**src/design/ihcv_pkg.sv**
```systemverilog
package ihcv_pkg;

  typedef enum logic [1:0] {
    PH_HEADER  = 2'd0,
    PH_DATA    = 2'd1,
    PH_SWALLOW = 2'd2
  } phase_t;

  typedef enum logic [2:0] {
    V_OK       = 3'd0,
    V_SHORT    = 3'd1,
    V_LARGE    = 3'd2,
    V_SMALL    = 3'd3,
    V_MISMATCH = 3'd4
  } verdict_t;

  localparam int unsigned HEADER_BYTES   = 12;
  localparam int unsigned MAX_SIZE_W     = 11;
  localparam logic [10:0] MAX_SIZE_RESET = 11'd1000;
  localparam int unsigned SUM_W          = 32;
  localparam int unsigned OUT_TDATA_W    = 40;

endpackage

```
**src/design/image_header_checksum_validator_core.sv**
```systemverilog
// Checks image files streamed in one byte per word, tlast on the final byte of each file.
// The first twelve bytes are a header of three little-endian 32-bit words (length, width,
// checksum). The block accepts one byte every clock cycle unless stalled, with no gaps
// between files, and gives one verdict per file in the cycle after the byte that decides
// it; the remaining bytes of that file are dropped. The output register holds one result:
// a byte is accepted whenever that register is empty or is being emptied in the same
// cycle. The length times width product is formed by the multiplier while the checksum
// bytes arrive. The per-byte fold (add, 32x32 multiply, add, xor) is combinational.
module image_header_checksum_validator_core #(
  parameter int unsigned MAX_DATA_BYTES = 1024
) (
  input  logic        clk,
  input  logic        rst_n,
  input  logic        in_tvalid,
  output logic        in_tready,
  input  logic [7:0]  in_tdata,   // [7:0] file_byte
  input  logic        in_tlast,   // is_last
  output logic        out_tvalid,
  input  logic        out_tready,
  output logic [ihcv_pkg::OUT_TDATA_W-1:0] out_tdata, // [2:0] verdict, [34:3] computed_sum
  input  logic        cfg_valid,
  output logic        cfg_ready,
  input  logic [ihcv_pkg::MAX_SIZE_W-1:0] cfg_data    // max_size
);

  localparam int unsigned SIZE_FIELD_MAX = (1 << ihcv_pkg::MAX_SIZE_W) - 1;
  localparam int unsigned LIMIT_CAP = (MAX_DATA_BYTES < SIZE_FIELD_MAX) ?
                                      MAX_DATA_BYTES : SIZE_FIELD_MAX;
  localparam int unsigned IDX_W = $clog2(LIMIT_CAP + 1);
  localparam int unsigned SW    = ihcv_pkg::SUM_W;

  ihcv_pkg::phase_t phase_r, phase_nxt;
  logic [3:0]       hcount_r, hcount_nxt;
  logic [SW-1:0]    hword_r [3];
  logic [SW-1:0]    size_r;
  logic [IDX_W-1:0] dsize_r, dsize_nxt;
  logic [IDX_W-1:0] didx_r, didx_nxt;
  logic [1:0]       mod3_r, mod3_nxt;
  logic [2:0]       mod5_r, mod5_nxt;
  logic [SW-1:0]    sum_r, sum_nxt;
  logic [ihcv_pkg::MAX_SIZE_W-1:0] max_size_r;

  logic             out_valid_r;
  ihcv_pkg::verdict_t out_verdict_r;
  logic [SW-1:0]    out_sum_r;

  logic             emit;
  ihcv_pkg::verdict_t emit_verdict;
  logic [SW-1:0]    emit_sum;

  logic             accept;
  logic [7:0]       byte_in;
  logic [SW-1:0]    byte_sx;
  logic [SW-1:0]    f1, f2, f3, f4;
  logic [SW-1:0]    chk_now;
  logic [IDX_W-1:0] didx_inc;
  logic [SW-1:0]    limit;

  assign in_tready = !out_valid_r || out_tready;
  assign accept    = in_tvalid && in_tready;
  assign cfg_ready = 1'b1;
  assign byte_in   = in_tdata;
  assign byte_sx   = {{(SW-8){byte_in[7]}}, byte_in};

  assign limit = (SW'(max_size_r) > SW'(LIMIT_CAP)) ? SW'(LIMIT_CAP) : SW'(max_size_r);

  // The checksum word is completed by the byte being accepted on the last header byte.
  assign chk_now = {byte_in, hword_r[2][23:0]};

  // Payload fold for one byte.
  always_comb begin
    f1 = sum_r + byte_sx;
    f2 = (mod3_r != 2'd0) ? SW'(f1 * byte_sx) : f1;
    f3 = (didx_r[1:0] != 2'b00) ? f2 + byte_sx : f2;
    f4 = (mod5_r != 3'd0) ? f3 ^ byte_sx : f3;
  end

  assign didx_inc = didx_r + IDX_W'(1);

  always_comb begin
    phase_nxt    = phase_r;
    hcount_nxt   = hcount_r;
    dsize_nxt    = dsize_r;
    didx_nxt     = didx_r;
    mod3_nxt     = mod3_r;
    mod5_nxt     = mod5_r;
    sum_nxt      = sum_r;
    emit         = 1'b0;
    emit_verdict = ihcv_pkg::V_OK;
    emit_sum     = '0;
    unique case (phase_r)
      ihcv_pkg::PH_SWALLOW: begin
        if (in_tlast) begin
          phase_nxt  = ihcv_pkg::PH_HEADER;
          hcount_nxt = '0;
        end
      end
      ihcv_pkg::PH_DATA: begin
        sum_nxt  = f4;
        didx_nxt = didx_inc;
        mod3_nxt = (mod3_r >= 2'd2) ? 2'd0 : mod3_r + 2'd1;
        mod5_nxt = (mod5_r >= 3'd4) ? 3'd0 : mod5_r + 3'd1;
        if (didx_inc >= dsize_r || in_tlast) begin
          emit         = 1'b1;
          emit_sum     = f4;
          emit_verdict = (f4 == hword_r[2]) ? ihcv_pkg::V_OK : ihcv_pkg::V_MISMATCH;
          phase_nxt    = in_tlast ? ihcv_pkg::PH_HEADER : ihcv_pkg::PH_SWALLOW;
          hcount_nxt   = '0;
        end
      end
      default: begin
        hcount_nxt = hcount_r + 4'd1;
        if (hcount_nxt < 4'(ihcv_pkg::HEADER_BYTES)) begin
          if (in_tlast) begin
            emit         = 1'b1;
            emit_verdict = ihcv_pkg::V_SHORT;
            hcount_nxt   = '0;
          end
        end else begin
          hcount_nxt = '0;
          // Signed size against the limit: negative sizes count as too small.
          if (!size_r[SW-1] && size_r > limit) begin
            emit         = 1'b1;
            emit_verdict = ihcv_pkg::V_LARGE;
            phase_nxt    = in_tlast ? ihcv_pkg::PH_HEADER : ihcv_pkg::PH_SWALLOW;
          end else if (size_r[SW-1] || size_r < SW'(ihcv_pkg::HEADER_BYTES)) begin
            emit         = 1'b1;
            emit_verdict = ihcv_pkg::V_SMALL;
            phase_nxt    = in_tlast ? ihcv_pkg::PH_HEADER : ihcv_pkg::PH_SWALLOW;
          end else begin
            dsize_nxt = size_r[IDX_W-1:0];
            didx_nxt  = '0;
            mod3_nxt  = '0;
            mod5_nxt  = '0;
            sum_nxt   = '0;
            if (in_tlast) begin
              emit         = 1'b1;
              emit_sum     = '0;
              emit_verdict = (chk_now == '0) ? ihcv_pkg::V_OK : ihcv_pkg::V_MISMATCH;
              phase_nxt    = ihcv_pkg::PH_HEADER;
            end else begin
              phase_nxt = ihcv_pkg::PH_DATA;
            end
          end
        end
      end
    endcase
  end

  always_ff @(posedge clk) begin
    if (!rst_n) begin
      phase_r     <= ihcv_pkg::PH_HEADER;
      hcount_r    <= '0;
      out_valid_r <= 1'b0;
      max_size_r  <= ihcv_pkg::MAX_SIZE_RESET;
    end else begin
      if (cfg_valid && cfg_ready) begin
        max_size_r <= cfg_data;
      end
      if (accept) begin
        phase_r  <= phase_nxt;
        hcount_r <= hcount_nxt;
      end
      if (accept && emit) begin
        out_valid_r <= 1'b1;
      end else if (out_tready) begin
        out_valid_r <= 1'b0;
      end
    end
  end

  // Header bytes land in place; every byte of a word is written before the word is used.
  always_ff @(posedge clk) begin
    if (accept && phase_r != ihcv_pkg::PH_DATA && phase_r != ihcv_pkg::PH_SWALLOW &&
        hcount_r[3:2] != 2'd3) begin
      hword_r[hcount_r[3:2]][8*hcount_r[1:0] +: 8] <= byte_in;
    end
  end

  // Length times width settles while the four checksum bytes arrive.
  always_ff @(posedge clk) begin
    size_r <= SW'(hword_r[0] * hword_r[1]);
  end

  always_ff @(posedge clk) begin
    if (accept) begin
      dsize_r <= dsize_nxt;
      didx_r  <= didx_nxt;
      mod3_r  <= mod3_nxt;
      mod5_r  <= mod5_nxt;
      sum_r   <= sum_nxt;
    end
    if (accept && emit) begin
      out_verdict_r <= emit_verdict;
      out_sum_r     <= emit_sum;
    end
  end

  assign out_tvalid = out_valid_r;
  assign out_tdata  = {(ihcv_pkg::OUT_TDATA_W - SW - 3)'(0), out_sum_r, out_verdict_r};

endmodule

```
**config.mk**
```make
export PLATFORM = sky130hd
export DESIGN_NAME = image_header_checksum_validator_core
export DESIGN_NICKNAME = d
export VERILOG_FILES = /design/src/design/ihcv_pkg.sv /design/src/design/image_header_checksum_validator_core.sv
export SDC_FILE = /design/constraint.sdc
export NUM_CORES = 2
export LEC_CHECK = 0
export BUFFER_PORTS_ARGS = -buffer_cell sky130_fd_sc_hd__buf_2
export CAP_MARGIN = 20
export CORE_MARGIN = 2
export CORE_UTILIZATION = 60
export DETAILED_ROUTE_END_ITERATION = 16
export PLACE_DENSITY = 0.84
export SLEW_MARGIN = 10
export SYNTH_ARGS = -nofsm -noshare
export SYNTH_HDL_FRONTEND = slang
export SYNTH_SLANG_ARGS = --single-unit
```
**constraint.sdc**
```tcl
create_clock -name clk -period 28.2 [get_ports clk]
set_input_delay 7.05 -clock clk [delete_from_list [all_inputs] [get_ports clk]]
set_output_delay 7.05 -clock clk [all_outputs]
set_load 0.005 [all_outputs]
```
==> out/qor.csv <==
metric,value,unit
status,completed,
critical path class,input pin to flop,
startpoint types,input pin,
GP Congestion,0.9234,
I/O Buffers,61,
Synth Area per Inst,9.291,um^2
vias in the first global route,28840,
layout cell share with drive strength beyond 1,4.872,%
drt via density,5.809,
Die Wd,250.1,um
CP endpoint kind,flop,
fin. max-slew vios,0,
clk_skew,21.05,ps
Slew Limit Headroom,27.03,%
PostCTS Resize Cnt,0,
core area,60130,um^2
CTS tree,built,
top_reg_cell synth,edfxtp_1,
DRT Wirelength,91510,um
unrepaired setup endpoints after global routing,false,
Critical-path top delay cell,xnor2_1,
pwr/cell area,103.2,nW/um^2
DP Cell Count,4636,
distinct cell type count after synthesis,86,
Yosys top cell by area,fa_1,
DRC violations left,0,
die footprint,62560,um^2
total of max-cap violations,0,
synthesized area,36350,um^2
endpoints failing hold,0,
area grow syn2layout,5.009,%
Mapped Cells,3912,
worst vdd ir,0.0001068,V
post-synthesis sequential area ratio,18.45,%
Clock Path Buffers,3,
Fmax,0.05742,GHz
DP HPWL,69060,um
FP Rows,90,
DRT iter0 DRCs,2304,
top-area cell type share of the netlist area,31.23,%
period utilization,61.76,%
clock root cell,clkbuf_16,
synthesized flop and latch total,240,
H-tree depth,1,
"Arr. time, crit path",17700,ps
Finish-stage setup viols,0,
Final ANT Viol Nets,0,
Lkg Pwr,17.87,nW
asr flop ratio synth,0,%
max incr delay on CP,700,ps
worst hold-check path type,flop to flop,
largest net degree at the start of global routing,59,
Worst-path clk slew,70,ps
CTS Buf Count,26,
Die Height,250.1,um
CP max FO,40,
grt total ovfl,0,
# IOs,68,
Post-CTS Setup Bufs,0,
largest cells by area after synthesis,"fa_1, edfxtp_1, ha_1, inv_1, nand2_1",
Least-Margin Pin Slew,1088,ps
Worst Path Required,28480,ps
Pre-antenna DRT Iters,6,
worst skew pair latency,560,ps
GRT Resource Usage Total,30.07,%
Post-CTS Hold Fix Bufs,0,
initial antenna violation count,3,
cell mode on critical path,fa_1,
Setup TNS Final,0,ps
fin cells,4684,
first-pass GRT wire length,149700,um
routed len/inst,19.54,um
Tmin final,17420,ps
CTS sink count,240,
FILL cells,4655,
Synth warnings,0,
Initial Util,60.45,%
post-layout net count,4762,
Post-synth EDFFs,190,
vias after detailed routing,27210,
==> sequential cells by signal, summed over array words and instances (netlist names) <==
signal / cells
hword_r: 96
out_sum_r: 32
size_r: 32
sum_r: 32
didx_r: 11
dsize_r: 11
max_size_r: 11
hcount_r: 4
mod5_r: 3
out_verdict_r: 3
mod3_r: 2
phase_r: 2
out_tvalid: 1
==> cell type report <==
type / count / area, um^2 / area share, %
Antenna cell: 2 / 5.005 / 0.01311
Clock buffer: 30 / 718.2 / 1.882
Clock inverter: 16 / 118.9 / 0.3114
Inverter: 712 / 2673 / 7.002
Multi-Input combinational cell: 2801 / 26360 / 69.07
Sequential cell: 240 / 6706 / 17.57
Tap cell: 782 / 978.4 / 2.564
Timing Repair Buffer: 101 / 605.6 / 1.587
==> critical path: cells and delay by family <==
family | cells | cell delay [ps]
adders and majority gates | 8 | 3360
xor gates and xnor gates | 4 | 1290
and+or+nand+nor | 8 | 1210
buffers and inverters | 5 | 830
AOI/OAI and AO/OA | 18 | 3950
==> placed cells by master, fill, tap and decap left out, types with 27 or more instances in the layout <==
cell type	count
buf_2	61
ha_1	286
dfxtp_1	50
edfxtp_1	190
xor2_1	64
clkbuf_16	28
inv_1	708
and2_1	311
xnor2_1	188
mux2i_1	28
nor2_1	154
nand2b_1	36
nor4_1	27
fa_1	567
a21o_1	41
buf_4	40
nand3_1	33
a21oi_1	105
nor2b_1	54
o21ai_0	78
nand2_1	563
==> where the power goes <==
group | leakage (nW) | switching (mW) | internal [mW]
clock | 0.412 | 0.159 | 0.186
combinational | 15.2 | 1.83 | 1.33
sequential | 2.27 | 0.0206 | 0.413
total | 17.9 | 2.01 | 1.93
==> synth_stat cells, drive strengths merged, types with 27 or more instances <==
cell type / number
mux2i: 29
inv: 708
fa: 567
nor2: 154
and2: 311
clkbuf: 147
o21ai: 82
xnor2: 190
xor2: 64
nand2b: 36
nand3: 33
nor2b: 57
a21oi: 107
nand2: 564
a21o: 42
dfxtp: 50
edfxtp: 190
nor4: 27
ha: 288
==> metal layers <==
metal	vias up	part of all wire [%]	GRT usage (%)
met5	-	0.0076	0
met4	2	4.9	12.83
met3	282	9.2	5.102
met2	1354	48	50.84
met1	13460	38	38.34
li1	12110	-	-
==> path summary, 6_finish.rpt <==
path,start,to,slack (ps),cells after the start
worst max-delay path,in_tdata[0],out_verdict_r[2],10780,43
worst min-delay path,size_r[0],dsize_r[0],440,0
worst max register to register,sum_r[0],out_verdict_r[2],17630,42
worst min register to register,size_r[0],dsize_r[0],440,0
==> stage by stage <==
stage	utilization, %	setup slack [ps]	hold WS, ps	cell area [um^2]	total power, mW
CTS	63.46	10880	441.7	38160	3.897
global route	63.46	10050	462.4	38160	4.286
finish	63.47	10780	442.8	38170	3.938
detailed placement	62.07	10310	432.3	37330	3.535
global placement	62.07	10620	445.4	37330	3.456
floorplan	-	12150	408.2	36360	2.866
==> kinds of logic (layout without fill, tap and decap cells) <==
| group | count (synthesis) | after routing | synth area share, % |
|---|---|---|---|
| flops | 240 | 240 | 18.45 |
| mux | 35 | 35 | 1.019 |
| fa+ha+maj | 855 | 855 | 41.14 |
| xor+xnor | 257 | 257 | 6.348 |
| buf+inv | 875 | 859 | 9.105 |
| simple gates | 1260 | 1260 | 16.74 |
| other cells | 2 | 8 | 0.02066 |
| compound gates | 388 | 388 | 7.177 |
No activity file was read; power rests on OpenSTA's default activity.
